==> src/sv/rect_circle_raster_engine_assert.svh <==
// assertion macros shared by the raster engine modules
`ifndef RECT_CIRCLE_RASTER_ENGINE_ASSERT_SVH
`define RECT_CIRCLE_RASTER_ENGINE_ASSERT_SVH
`ifndef SYNTHESIS
`define RCR_ASSERT(lbl, prop, msg) \
    lbl: assert property (@(posedge clk) disable iff (!rst_n) prop) else $error(msg);
`define RCR_NEVER(lbl, cond, msg) \
    lbl: assert property (@(posedge clk) disable iff (!rst_n) !(cond)) else $error(msg);
`else
`define RCR_ASSERT(lbl, prop, msg)
`define RCR_NEVER(lbl, cond, msg)
`endif
`endif

==> src/sv/rcr_pkg.sv <==
// types, constants and helpers of the raster engine
`default_nettype none
package rcr_pkg;

    localparam int SIDE   = 64;
    localparam int PIXELS = SIDE * SIDE;
    localparam int CW     = $clog2(SIDE);
    localparam int AW     = $clog2(PIXELS);
    localparam int CRD_W  = 10;
    localparam int QDEPTH = 2;
    localparam int QW     = (QDEPTH > 1) ? $clog2(QDEPTH) : 1;

    localparam logic signed [CRD_W-1:0] SIDE_M1 = CRD_W'(SIDE - 1);

    localparam logic [2:0] KIND_FILL = 3'd0;
    localparam logic [2:0] KIND_RECT = 3'd1;
    localparam logic [2:0] KIND_DISC = 3'd2;
    localparam logic [2:0] KIND_RING = 3'd3;
    localparam logic [2:0] KIND_READ = 3'd4;

    typedef enum logic [2:0] {
        OP_NOP,
        OP_OFF,
        OP_READ,
        OP_BLOCK,
        OP_DISC,
        OP_RING
    } op_t;

    typedef enum logic [1:0] {
        B_CLEAR,
        B_IDLE,
        B_WALK,
        B_READ
    } back_state_t;

    typedef struct packed {
        op_t             op;
        logic [CW-1:0]   x_lo;
        logic [CW-1:0]   x_hi;
        logic [CW-1:0]   y_lo;
        logic [CW-1:0]   y_hi;
        logic [7:0]      cx;
        logic [7:0]      cy;
        logic [13:0]     outer;
        logic [13:0]     inner;
        logic [15:0]     color;
        logic [AW-1:0]   addr;
    } cmd_t;

    typedef struct packed {
        logic q_full;
        logic clearing;
    } front_stat_t;

    typedef struct packed {
        logic          we;
        logic [AW-1:0] waddr;
        logic [15:0]   wdata;
        logic [AW-1:0] raddr;
    } ram_req_t;

    function automatic logic [AW-1:0] pix_addr(input logic [CW-1:0] x, input logic [CW-1:0] y);
        logic [AW-1:0] side_a;
        side_a = AW'(SIDE);
        return AW'(y) * side_a + AW'(x);
    endfunction

endpackage
`default_nettype wire

==> src/sv/rcr_back.sv <==
// back end: clears the frame, walks command boxes and answers reads
`default_nettype none
`include "rect_circle_raster_engine_assert.svh"
module rcr_back (
    input  wire logic          clk,
    input  wire logic          rst_n,
    input  wire rcr_pkg::cmd_t head,
    input  wire logic          empty,
    output logic               pop,
    output logic               clearing,
    output rcr_pkg::ram_req_t  ram_req,
    input  wire logic [15:0]   ram_rdata,
    output logic               done,
    output logic [15:0]        read_color,
    output logic               off_screen
);
    import rcr_pkg::*;

    back_state_t   state_reg, state_next;
    cmd_t          cur_reg, cur_next;
    logic [CW-1:0] x_reg, x_next;
    logic [CW-1:0] y_reg, y_next;
    logic [AW-1:0] clr_reg, clr_next;
    logic          done_reg, done_next;
    logic [15:0]   read_color_reg, read_color_next;
    logic          off_screen_reg, off_screen_next;

    logic                    walk_last;
    logic                    clr_last;
    logic signed [CRD_W-1:0] dx, dy;
    logic [6:0]              ax, ay;
    logic [13:0]             dx2, dy2;
    logic [14:0]             rad_sq;
    logic                    hit;

    assign walk_last = (x_reg == cur_reg.x_hi) && (y_reg == cur_reg.y_hi);
    assign clr_last  = (clr_reg == AW'(PIXELS - 1));

    // offset of the current pixel from the centre; the box keeps it within the radius
    assign dx     = $signed({{(CRD_W-CW){1'b0}}, x_reg}) - CRD_W'($signed(cur_reg.cx));
    assign dy     = $signed({{(CRD_W-CW){1'b0}}, y_reg}) - CRD_W'($signed(cur_reg.cy));
    assign ax     = (dx < 0) ? 7'(-dx) : dx[6:0];
    assign ay     = (dy < 0) ? 7'(-dy) : dy[6:0];
    assign dx2    = 14'(ax) * 14'(ax);
    assign dy2    = 14'(ay) * 14'(ay);
    assign rad_sq = {1'b0, dx2} + {1'b0, dy2};

    always_comb
    begin
        case (cur_reg.op)
            OP_BLOCK: hit = 1'b1;
            OP_DISC:  hit = (rad_sq <= {1'b0, cur_reg.outer});
            OP_RING:  hit = (rad_sq <= {1'b0, cur_reg.outer}) &&
                            (rad_sq >= {1'b0, cur_reg.inner});
            default:  hit = 1'b0;
        endcase
    end

    // next state
    always_comb
    begin
        state_next = state_reg;
        case (state_reg)
            B_CLEAR:
            begin
                if (clr_last)
                begin
                    state_next = B_IDLE;
                end
            end
            B_IDLE:
            begin
                if (!empty)
                begin
                    case (head.op)
                        OP_BLOCK, OP_DISC, OP_RING: state_next = B_WALK;
                        OP_READ:                    state_next = B_READ;
                        default:                    state_next = B_IDLE;
                    endcase
                end
            end
            B_WALK:
            begin
                if (walk_last)
                begin
                    state_next = B_IDLE;
                end
            end
            B_READ:  state_next = B_IDLE;
            default: state_next = B_IDLE;
        endcase
    end

    // outputs and datapath
    always_comb
    begin
        pop             = 1'b0;
        clearing        = 1'b0;
        ram_req.we      = 1'b0;
        ram_req.waddr   = pix_addr(x_reg, y_reg);
        ram_req.wdata   = cur_reg.color;
        ram_req.raddr   = head.addr;
        cur_next        = cur_reg;
        x_next          = x_reg;
        y_next          = y_reg;
        clr_next        = clr_reg;
        done_next       = 1'b0;
        read_color_next = read_color_reg;
        off_screen_next = off_screen_reg;
        case (state_reg)
            B_CLEAR:
            begin
                clearing      = 1'b1;
                ram_req.we    = 1'b1;
                ram_req.waddr = clr_reg;
                ram_req.wdata = '0;
                clr_next      = clr_reg + AW'(1);
            end
            B_IDLE:
            begin
                if (!empty)
                begin
                    pop      = 1'b1;
                    cur_next = head;
                    x_next   = head.x_lo;
                    y_next   = head.y_lo;
                    if (head.op == OP_NOP || head.op == OP_OFF)
                    begin
                        done_next       = 1'b1;
                        read_color_next = '0;
                        off_screen_next = (head.op == OP_OFF);
                    end
                end
            end
            B_WALK:
            begin
                ram_req.we = hit;
                if (x_reg == cur_reg.x_hi)
                begin
                    x_next = cur_reg.x_lo;
                    y_next = y_reg + CW'(1);
                end
                else
                begin
                    x_next = x_reg + CW'(1);
                end
                if (walk_last)
                begin
                    done_next       = 1'b1;
                    read_color_next = '0;
                    off_screen_next = 1'b0;
                end
            end
            B_READ:
            begin
                done_next       = 1'b1;
                read_color_next = ram_rdata;
                off_screen_next = 1'b0;
            end
            default:
            begin
                pop = 1'b0;
            end
        endcase
    end

    always_ff @(posedge clk or negedge rst_n)
    begin
        if (!rst_n)
        begin
            state_reg <= B_CLEAR;
            clr_reg   <= '0;
            done_reg  <= 1'b0;
        end
        else
        begin
            state_reg <= state_next;
            clr_reg   <= clr_next;
            done_reg  <= done_next;
        end
    end

    always_ff @(posedge clk)
    begin
        cur_reg        <= cur_next;
        x_reg          <= x_next;
        y_reg          <= y_next;
        read_color_reg <= read_color_next;
        off_screen_reg <= off_screen_next;
    end

    assign done       = done_reg;
    assign read_color = read_color_reg;
    assign off_screen = off_screen_reg;

    `RCR_NEVER(a_no_pop_while_busy, pop && state_reg != B_IDLE, "queue popped outside idle")
    `RCR_ASSERT(a_read_answers, state_reg == B_READ |=> done_reg && !off_screen_reg, "read gave no result")
    `RCR_ASSERT(a_off_is_blank, done_reg && off_screen_reg |-> read_color_reg == '0, "off screen read carried a color")

endmodule
`default_nettype wire

==> config.mk <==
export PLATFORM = sky130hd
export DESIGN_NAME = rcr_back
export DESIGN_NICKNAME = d
export VERILOG_FILES = /design/src/sv/rcr_pkg.sv /design/src/sv/rcr_back.sv
export VERILOG_INCLUDE_DIRS = /design/src /design/src/sv
export SDC_FILE = /design/constraint.sdc
export NUM_CORES = 1
export LEC_CHECK = 0
export ABC_AREA = 1
export ABC_CLOCK_PERIOD_IN_PS = 10800
export BUFFER_PORTS_ARGS = -buffer_cell sky130_fd_sc_hd__buf_4
export CAP_MARGIN = 40
export CORE_ASPECT_RATIO = 2
export CORE_MARGIN = 2
export CORE_UTILIZATION = 40
export CTS_CLUSTER_DIAMETER = 80
export DETAILED_ROUTE_END_ITERATION = 10
export GPL_ROUTABILITY_DRIVEN = 0
export HOLD_SLACK_MARGIN = 0.1
export PLACE_DENSITY = 0.74
export SYNTH_ARGS = -nofsm -noshare
export SYNTH_HDL_FRONTEND = slang
export SYNTH_SLANG_ARGS = --single-unit
==> constraint.sdc <==
create_clock -name clk -period 10.8 [get_ports clk]
set_clock_uncertainty 0.2 [all_clocks]
set_input_delay 2.7 -clock clk [delete_from_list [all_inputs] [get_ports clk]]
set_output_delay 2.7 -clock clk [all_outputs]
set_load 0.005 [all_outputs]
---- After elaboration in Yosys (flattened, before gate mapping) ----
Index checks and enable logic that the tools add are counted.
operators by class
  $add $sub $neg .......................... 9
  multiply operators ...................... 2
  magnitude comparators ................... 4
  eq/ne operators ......................... 19
  multiplexer cells ....................... 31
  bitwise logic cells ..................... 1
  reduce and logical (&&, ||, !) cells .... 13
operator list
  kind                   number
  $mux 16                3
  $pmux 16 s3            1
  $mul 7x7->14           2
  $mux 28                1
  $mux 6                 4
  $pmux 6 s2             2
  $lt 9x1->1 const B     2
  $sub 7x8->9            2
  $add 14x14->15         1
  $ge 15x14->1           1
  $le 15x14->1           1
  $mux 7                 2
  $neg 7->7              2
  $add 12x1->12 const B  1
  $add 12x6->12          1
  $add 6x1->6 const B    2
  $eq 12x12->1 const B   1
  $eq 3x3->1 const B     4
  $eq 6x6->1             2
  $ne 2x2->1 const B     5
  $eq 3x2->1 const B     3
  $mux 1                 9
  $pmux 1 s3             3
  $pmux 2 s4             1
  other kinds (17)       23
storage, ports and cells
  register bits after elaboration ......... 125
  bits of input ports ..................... 118

---- Longest topological paths before layout ----
Gate-level depths: netlist (run 1).
  word-level depth ........................ 9
  gate-level depth with buffers ........... 46
  gate-level depth less buffers ........... 46

---- Worst setup path after synthesis (run 1) ----
OpenSTA, ideal clock, no wires.
  path type ............................... register to output
  start point ............................. reg y_reg[0]
  end point ............................... out ram_req[40] in the netlist's numbering
  arrival time ............................ 7.645 ns
  setup slack ............................. 0.255 ns
  cell stages (with the launch flop) ...... 44
  buffers on the path ..................... 0
  path through ............................ edfxtp_1 > inv_1 > ha_1 > inv_1 > fa_1 > inv_1 > ha_1 > nand3_1 > nor2_1 > nand2_1 > nand2_1 > nand2_1 > nand2_2 > inv_1 > nand2_1 > fa_1 > fa_1 > inv_1 > [... 8 more ...] > ha_1 > a21oi_1 > nand2_1 > nor2_1 > o21ai_0 > a21oi_1 > xor2_1 > inv_1 > ha_1 > nand3_1 > nor2_1 > and3_1 > nand2_1 > nand3_1 > nand4_1 > nor2_1 > nor2_1 > nor2_1
RTL lines
  element                 RTL line         source
  from (decl)             rcr_back.sv:22   logic [CW-1:0] y_reg, y_next;
  from (signal assigned)  rcr_back.sv:187  y_reg <= y_next;
  to (decl)               rcr_back.sv:11   output rcr_pkg::ram_req_t ram_req,

==> results.md, run 1 <==
* GRT Overall Usage at 18.1%
* Hold WS at 0.297 ns
* Cell count after synthesis at 990
* Via Count at a little over 7000
* Worst rel slew slack at 40.2%
* Pins Over Slew Limit at 0
* Seq/Total Area, Yosys at around 39%
* Hold Crit Class: flop to flop
* Input/output buffers at between 150 and 200
* Synth Area in Simple Gates at about 17%
* Final Hold Fails at 0
* Initial Utilization at 40.6%
* TritonCTS Sinks at about 130
* Outcome: complete, but fails checks
* Compound-gate portion of the synthesized area at 5.43%
* Layout cell share with drive strength beyond 1 at roughly 28%
* Initial drt markers at 333
* Residual DRC at 0
* Post-Place Cells at 1455
* Die boundary width at 113 um
* Initial antenna violation count at 0
* Hold bufs inserted after CTS at 0
* Final setup fails at 1
* GRT overflow at 0
* Average wire per standard cell at 14.5 um
* Post-route insts no fill at 1500
* Crit path arrival time at 8.08 ns
* Syn Area/Cell at roughly 9.5 um^2
* Vias per cell at 4.79
* Syn nets at roughly 1300
* Failing checks: setup timing
* Crit path max-delay family: adder cells
* Largest family of logic cells by synthesized area: adder cells
* Rows at 79
* Setup_tns at -0.175 ns
* Yosys warns at 0
* Clock buffer depth at 2
* EDFF count, synth at 110
* H-Tree Level Count at 4
* Die area at approximately 25000 um^2
* CTS tree: built
* Buffers and inverters on the worst path at 7
* CP max-delay cell: fa_1
* Chip height at 221 um
* MaxCap Viol Count at 0
* Final Net Count at 1467
* Total CTS buffers at 17
* Vias in the first global route at 7754
* WP data required at roughly 7.9 ns
* Cell taking the most area after synthesis: edfxtp_1
* Mapped Area at 9440 um^2
* HPWL after detailed placement at 17.9 mm
* Dominant cells by area after synthesis: edfxtp_1 (35%), ha_1 (12%), fa_1 (11%)
* RSZ-0062 raised after global routing: yes
* First-pass GRT wire length at between 30 and 40 mm
* Post-Synth XOR/XNOR Area at under 10%
* CP Max Fanout at 6
* Achievable frequency at 0.0911 GHz
* CP Capture Type: primary output
* Count of state elements after synthesis at 125
* Worst-path clk slew at 0.06 ns
* Routed Antenna Nets at 0
* Antenna Cells at 0
* Synth Area in Adders at 23.5%
* Top FF cell, synth: edfxtp_1
* Period minus WS final at about 11 ns
* Clk_lat worst skew at 0.42 ns
* 1st-pass router iterations at 4
* Worst setup margin at -0.175 ns
* Placed inst area at 11200 um^2
* CP max stage delay at about 0.57 ns
* Tcrit/Tclk final at 102%
* Slew @ Worst Pin at around 0.9 ns
* Multiplexer share of the synthesized area at 0%
* I/O pins at 179
* Post-Route WL at roughly 22 mm
* Pin count of the biggest net entering global routing at 48
* Distinct cells, synth at 48
* Yosys top cell area share at 35.0%
* Ys async rst share at between 10% and 20%
* Layout Area Growth over Synthesis at 28.3%
* CP Launch Type: flop
* Final Cell Area at ~12000 um^2
* Crit Path Class: flop to primary output
* CTS Root Buffer Type: clkbuf_16
* Core area at between 20000 and 25000 um^2
* Fillers at 1985
* Number of flip-flops in the largest register at 81
-- worst paths after layout --
path                         startpoint     endpoint  slack [ns]  depth (start not counted)
min reg2reg                 clr_reg[11]  clr_reg[11]        0.30                          1
max reg2reg                state_reg[1]     y_reg[5]        7.74                          4
max                            y_reg[0]  ram_req[40]       -0.18                         42
min                         clr_reg[11]  clr_reg[11]        0.30                          1
max in group asynchronous         rst_n   clr_reg[3]        8.28                          1
min in group asynchronous         rst_n   clr_reg[0]        1.93                          1
-- metal layers --
metal | GRT usage (%) | routed length [um]
met4 | 9.83 | 988
met1 | 16.7 | 7220
met5 | 0 | 0
met2 | 35.8 | 12800
met3 | 3.31 | 765
-- logic make-up (layout without fill, tap and decap cells) --
| group | after synthesis | count (layout) |
|---|---|---|
| AND/OR/NAND/NOR | 348 | 348 |
| XOR/XNOR | 49 | 49 |
| flip-flops | 125 | 125 |
| AO/OA/AOI/OAI | 87 | 87 |
| buffers and inverters | 236 | 463 |
| adder cells (fa/ha/maj) | 145 | 145 |
-- Yosys cell counts, types with 15 or more instances --
master    instances
nand3_1          29
xor2_1           28
dfrtp_1          15
o21ai_0          30
a21oi_1          31
ha_1             91
nand2_1         153
nand4_1          17
nor2_1          102
inv_1           204
edfxtp_1        110
fa_1             54
-- cell type report --
class	count	area, um^2	area share, %
sequential	125	3680	30.4
clock inverter	15	219	1.81
tap	283	354	2.92
timing repair buffer	214	1630	13.5
multi-input combinational	629	4990	41.2
inverter	217	820	6.76
clock buffer	17	425	3.51
-- placed cells by master (no fill, tap or decap), drive strengths merged, types with 8 or more instances in the layout --
| cell type | n |
|---|---|
| inv | 218 |
| nand2 | 164 |
| o21ai | 34 |
| nand4 | 18 |
| xor2 | 34 |
| nand3 | 31 |
| xnor2 | 15 |
| nor2 | 112 |
| buf | 214 |
| fa | 54 |
| dfrtp | 15 |
| edfxtp | 110 |
| clkbuf | 17 |
| a21oi | 35 |
| ha | 91 |
| nor3 | 8 |
-- stage by stage --
| step | util (%) | worst slack, ns |
|---|---|---|
| after floorplan | - | 0.255 |
| after global placement | 48.2 | 0.0148 |
| after detailed placement | 48.3 | -0.169 |
| after CTS | 51.9 | -0.299 |
| after global routing | 52.2 | -0.671 |
| final | 52.2 | -0.175 |
-- timing repair --
item,CTS,global route
setup buffers,13,0
resized for setup,28,14
pin swaps,36,13
endpoints found under the setup margin,1,1
Power of run 1 is not shown: default switching activity piles up to over one toggle a cycle in this logic, so the estimate is an artifact.
==> run 2: changes to the inputs <==
--- a/config.mk
+++ b/config.mk
@@ -12,12 +12,12 @@
 export CAP_MARGIN = 40
 export CORE_ASPECT_RATIO = 2
 export CORE_MARGIN = 2
-export CORE_UTILIZATION = 40
+export CORE_UTILIZATION = 52
 export CTS_CLUSTER_DIAMETER = 80
 export DETAILED_ROUTE_END_ITERATION = 10
 export GPL_ROUTABILITY_DRIVEN = 0
 export HOLD_SLACK_MARGIN = 0.1
-export PLACE_DENSITY = 0.74
+export PLACE_DENSITY = 0.9
 export SYNTH_ARGS = -nofsm -noshare
 export SYNTH_HDL_FRONTEND = slang
 export SYNTH_SLANG_ARGS = --single-unit
==> run 2 against run 1 <==
The flow still finishes with violations (setup timing). Maximum frequency is 3.9% lower. Sequential share of layout area fell by 0.21 points. First-iteration DRC count grew 73%. Largest cell class unchanged. Routed wire length up 20%.
==> results.md, run 2 (synthesized netlist as in run 1, its figures left out) <==
* H-Tree Level Count at 4 (unchanged)
* Slew @ Worst Pin at 0.955 ns (+0.0672 ns)
* Post-Route WL at 26.1 mm (+20%)
* Number of flip-flops in the largest register at 81 (unchanged)
* Tcrit/Tclk final at 106% (+4.1 points)
* Chip height at 195 um (-12%)
* HPWL after detailed placement at 17.7 mm (-0.83%)
* Achievable frequency at 0.0875 GHz (-3.9%)
* Worst setup margin at -0.623 ns (-0.448 ns)
* Clock buffer depth at 2 (unchanged)
* WP data required at 7.90 ns (about the same)
* Final setup fails at 1 (unchanged)
* Fillers at 1107 (-44%)
* GRT overflow at 0 (unchanged)
* CP max stage delay at 0.59 ns (+0.02 ns)
* Initial antenna violation count at 0 (unchanged)
* Worst rel slew slack at 36.4% (-3.9 points)
* CP most frequent cell: nand2_1
* Outcome: complete, but fails checks
* Placed inst area at 11100 um^2 (-1.4%)
* Layout Area Growth over Synthesis at 29.2%
* Antenna Cells at 0 (unchanged)
* Input/output buffers at 154 (unchanged)
* Initial Utilization at 53.1% (+12 points)
* Vias per cell at 5.57 (+16%)
* CTS tree: built
* Average wire per standard cell at 18.2 um (+26%)
* Initial drt markers at 575 (+73%)
* Final Cell Area at 12200 um^2 (+0.68%)
* Residual DRC at 0 (unchanged)
* Metal3 WL at 1.48 mm (+93%)
* Pins Over Slew Limit at 0 (unchanged)
* Crit Path Class: flop to primary output
* Layout cell share with drive strength beyond 1 at 29.9% (+2.0 points)
* CP Capture Type: primary output
* TritonCTS Sinks at 125 (unchanged)
* Final core occ at 68.6% (+16 points)
* Final Net Count at 1472 (+0.34%)
* Most frequent cells in the layout: buf_4 (215), inv_1 (190), nand2_1 (139), edfxtp_1 (110), nor2_1 (96)
* Crit path arrival time at 8.52 ns (+0.44 ns)
* Die area at 19300 um^2 (-22%)
* Vias in the first global route at 8425 (+8.7%)
* 1st-pass router iterations at 5 (+1)
* Total CTS buffers at 17 (unchanged)
* First-pass GRT wire length at 39.4 mm (+11%)
* Max Used Layer: met4
* CP max-delay cell: fa_1
* Pin count of the biggest net entering global routing at 47 (-2.1%)
* Clk_lat worst skew at 0.42 ns (about the same)
* Hold Crit Class: flop to flop
* RSZ-0062 raised after global routing: yes
* Worst-path clk slew at 0.05 ns (about the same)
* I/O pins at 179 (unchanged)
* Period minus WS final at 11.42 ns (+0.448 ns)
* Failing checks: setup timing
* Die boundary width at 99.3 um (-12%)
* Commonest non-fill, non-tap cell in the layout: buf_4
* Routed wl met2 at 14.5 mm (+14%)
* MaxCap Viol Count at 0 (unchanged)
* Final Hold Fails at 0 (unchanged)
* CP Launch Type: flop
* Hold bufs inserted after CTS at 0 (unchanged)
* Rows at 69 (-13%)
* CTS Root Buffer Type: clkbuf_16
* Metal-1 WL at 8.07 mm (+12%)
* Routed Antenna Nets at 0 (unchanged)
* CP Max Fanout at 5 (-1)
* GRT Overall Usage at 26.0% (+8.0 points)
* Core area at 17800 um^2 (-23%)
* Via Count at 7989 (+11%)
run 2: final timing paths:
kind                             start             to  slack (ns)  depth (start not counted)
setup / recovery              y_reg[0]    ram_req[40]       -0.62                         46
hold / removal             clr_reg[11]    clr_reg[11]        0.31                          1
min in group asynchronous        rst_n     clr_reg[0]        1.93                          1
max in group asynchronous        rst_n    clr_reg[11]        8.27                          1
hold reg to reg            clr_reg[11]    clr_reg[11]        0.31                          1
setup reg to reg              x_reg[2]  read_color[4]        7.65                          9
run 2: repair_timing:
item | in CTS | in global routing
gates resized for setup | 50 | 23
pin swaps | 50 | 34
setup endpoints to repair | 1 | 1
setup buffers | 17 | 10
run 2: routing by layer:
| metal | up-vias | global-route usage (%) |
|---|---|---|
| met1 | 3798 | 24.8 |
| met4 | 0 | 16.4 |
| met5 | - | 0 |
| met3 | 176 | 4.82 |
| li1 | 3577 | - |
| met2 | 438 | 49.2 |
run 2: layout make-up:
cell class / instances / area [um^2] / share of cell area (%)
well taps: 213 / 267 / 2.18
inverters: 217 / 822 / 6.74
multi-input cells: 629 / 5120 / 42.0
repair buffers: 219 / 1690 / 13.8
clock buffers: 18 / 429 / 3.52
flip-flops and latches: 125 / 3680 / 30.2
clock inverters: 13 / 196 / 1.61
run 2: worst max-delay path: cells and delay by family (launching register included):
kind / cells / cell delay (ns)
buf+inv: 13 / 1.05
simple gates: 20 / 1.87
compound gates: 2 / 0.40
fa+ha+maj: 10 / 4.12
flops: 1 / 0.40
xor+xnor: 1 / 0.27
run 2: through the flow:
step / setup WS, ns / hold slack, ns / TNS, ns / instances
final: -0.623 / 0.314 / -0.623 / 1434
after floorplan: 0.255 / 0.263 / 0 / 990
after detailed placement: -0.207 / 0.297 / -0.207 / 1376
after CTS: -0.203 / 0.309 / -0.203 / 1424
after global routing: -0.960 / 0.336 / -0.960 / 1434
after global placement: 0.0483 / 0.279 / 0 / 1375
Power of run 2 is left out for the same reason.
==> run 3: changes to the inputs <==
--- a/config.mk
+++ b/config.mk
@@ -10,14 +10,17 @@
 export ABC_CLOCK_PERIOD_IN_PS = 10800
 export BUFFER_PORTS_ARGS = -buffer_cell sky130_fd_sc_hd__buf_4
 export CAP_MARGIN = 40
+export CELL_PAD_IN_SITES_DETAIL_PLACEMENT = 2
+export CELL_PAD_IN_SITES_GLOBAL_PLACEMENT = 2
 export CORE_ASPECT_RATIO = 2
 export CORE_MARGIN = 2
-export CORE_UTILIZATION = 52
+export CORE_UTILIZATION = 32
 export CTS_CLUSTER_DIAMETER = 80
 export DETAILED_ROUTE_END_ITERATION = 10
 export GPL_ROUTABILITY_DRIVEN = 0
 export HOLD_SLACK_MARGIN = 0.1
-export PLACE_DENSITY = 0.9
+export PLACE_DENSITY = 0.89
+export SETUP_SLACK_MARGIN = 0.1
 export SYNTH_ARGS = -nofsm -noshare
 export SYNTH_HDL_FRONTEND = slang
 export SYNTH_SLANG_ARGS = --single-unit
==> run 3 against run 2 <==
The flow still finishes with violations (setup timing). Cell count increased by 12%. Count of clock-buffer cells in the layout decreased by 1. Utilization decreased by 26 points. Maximum frequency decreased by 1.5%.
==> results.md, run 3 (synthesized netlist as in run 1, its figures left out) <==
* Placed inst area at 11500 um^2 (+3.7%)
* CP Max Fanout at 4 (-1)
* Fillers at 3128 (+180%)
* Layout cell share with drive strength beyond 1 at 30.7% (+0.83 points)
* Most frequent cells in the layout: buf_4 (230), inv_1 (192), nand2_1 (141), edfxtp_1 (110), nor2_1 (97)
* Vias per cell at 4.93 (-11%)
* Hold WS at 0.308 ns (-0.00634 ns)
* Worst rel slew slack at 46.2% (+9.8 points)
* Final Hold Fails at 0 (unchanged)
* I/O pins at 179 (unchanged)
* Final Net Count at 1487 (+1.0%)
* Final setup fails at 1 (unchanged)
* H-Tree Level Count at 4 (unchanged)
* Tcrit/Tclk final at 107% (+1.6 points)
* Worst R2R Path Depth at 5 (-4)
* First-pass GRT wire length at 52.7 mm (+34%)
* Period minus WS final at 11.60 ns (+0.173 ns)
* Initial Utilization at 32.2% (-21 points)
* Initial antenna violation count at 0 (unchanged)
* CTS Root Buffer Type: clkbuf_16
* CP most frequent cell: inv_2
* Failing checks: setup timing
* GRT Overall Usage at 22.3% (-3.7 points)
* Final core occ at 42.4% (-26 points)
* Crit Path Class: flop to primary output
* Vias in the first global route at 9594 (+14%)
* Hold Path End: clr_reg[11]
* CP Capture Type: primary output
* Hold Crit Class: flop to flop
* CP max-delay cell: fa_1
* Input/output buffers at 154 (unchanged)
* Clk_lat worst skew at 0.45 ns (+0.03 ns)
* Die boundary width at 125 um (+26%)
* Total CTS buffers at 17 (unchanged)
* Worst setup margin at -0.796 ns (-0.173 ns)
* Outcome: complete, but fails checks
* Die area at 31000 um^2 (+60%)
* Antenna Cells at 0 (unchanged)
* 1st-pass router iterations at 4 (-1)
* Layout Area Growth over Synthesis at 31.6%
* Initial drt markers at 311 (-46%)
* CP max stage delay at 0.56 ns (-0.03 ns)
* Reg2Reg Capture Point: y_reg[2]
* Worst-path clk slew at 0.08 ns (+0.03 ns)
* Routed Antenna Nets at 0 (unchanged)
* Number of flip-flops in the largest register at 81 (unchanged)
* Multi-input gate area at 5100 um^2 (-0.37%)
* RSZ-0062 raised after global routing: yes
* Pins Over Slew Limit at 0 (unchanged)
* Final Cell Area at 12400 um^2 (+1.8%)
* GRT overflow at 0 (unchanged)
* Slew @ Worst Pin at 0.807 ns (-0.148 ns)
* Worst r2r src: state_reg[1]
* Pin count of the biggest net entering global routing at 56 (+19%)
* HPWL after detailed placement at 25.7 mm (+45%)
* Rows at 89 (+29%)
* Via Count at 7899 (-1.1%)
* Core area at 29300 um^2 (+65%)
* Register area at 3680 um^2 (unchanged)
* Hold depth at 1 (unchanged)
* Clock buffer depth at 2 (unchanged)
* Average wire per standard cell at 21.5 um (+18%)
* Hold bufs inserted after CTS at 0 (unchanged)
* CP Launch Type: flop
* CP Launch Point: y_reg[0]
* Residual DRC at 0 (unchanged)
* Post-Route WL at 34.4 mm (+32%)
* MaxCap Viol Count at 0 (unchanged)
* CTS tree: built
* TritonCTS Sinks at 125 (unchanged)
* WP data required at 7.90 ns (about the same)
* Achievable frequency at 0.0862 GHz (-1.5%)
* Crit path arrival time at 8.70 ns (+0.18 ns)
* Hold path start: clr_reg[11]
* Reg2Reg Setup Slack at 7.94 ns (+0.29 ns)
* Chip height at 247 um (+27%)
* Commonest non-fill, non-tap cell in the layout: buf_4
## run 3: cell count changes in the layout (fill, tap and decap cells not counted), sizes merged
cell	before	now
buf	219	234
bufinv	5	2
clkbuf	18	17
clkinv	7	3
clkinvlp	1	3
inv	217	224
## run 3: worst max-delay path, delay by kind of cell, from the launching register on
family | cells | cell delay [ns]
AOI/OAI and AO/OA | 1 | 0.11
xor gates and xnor gates | 1 | 0.28
adders and majority gates | 10 | 4.20
buffers and inverters | 12 | 0.96
DFF | 1 | 0.41
and+or+nand+nor | 23 | 2.26
## run 3: stage by stage
step | TNS [ns] | instances | setup slack, ns
2_1_floorplan | 0 | 990 | 0.255
3_3_place_gp | -0.0860 | 1555 | -0.0860
3_5_place_dp | -0.762 | 1557 | -0.762
4_1_cts | -0.739 | 1596 | -0.739
5_1_grt | -1.15 | 1601 | -1.15
6_report | -0.796 | 1601 | -0.796
## run 3: cell type report
type | instances | area share, %
Inverter | 217 | 6.58
Tap cell | 364 | 3.67
Multi-Input combinational cell | 629 | 41.1
Clock inverter | 15 | 1.42
Sequential cell | 125 | 29.6
Timing Repair Buffer | 234 | 14.2
Clock buffer | 17 | 3.43
## run 3: worst max path at each step
stage | endpoint | slack, ns | cells past startpoint
after floorplan | ram_req[40] | 0.26 | 43
after global placement | ram_req[40] | -0.09 | 45
after detailed placement | ram_req[40] | -0.76 | 44
after CTS | ram_req[40] | -0.74 | 44
after global routing | ram_req[40] | -1.15 | 45
final | ram_req[40] | -0.80 | 47
## run 3: layer usage
metal | vias up | GRT usage [%] | routed length, um
met2 | 241 | 43.1 | 19500
met1 | 3955 | 21.6 | 11700
met5 | - | 0 | 0
met4 | 0 | 11.2 | 1580
li1 | 3606 | - | -
met3 | 97 | 5.41 | 1630
## run 3: repair_timing
action                     4_1_cts  5_1_grt
resized for setup               45       24
setup endpoints to repair        1        1
pin swaps                       30       25
setup buffers                    7        5
Power of run 3 is left out for the same reason.
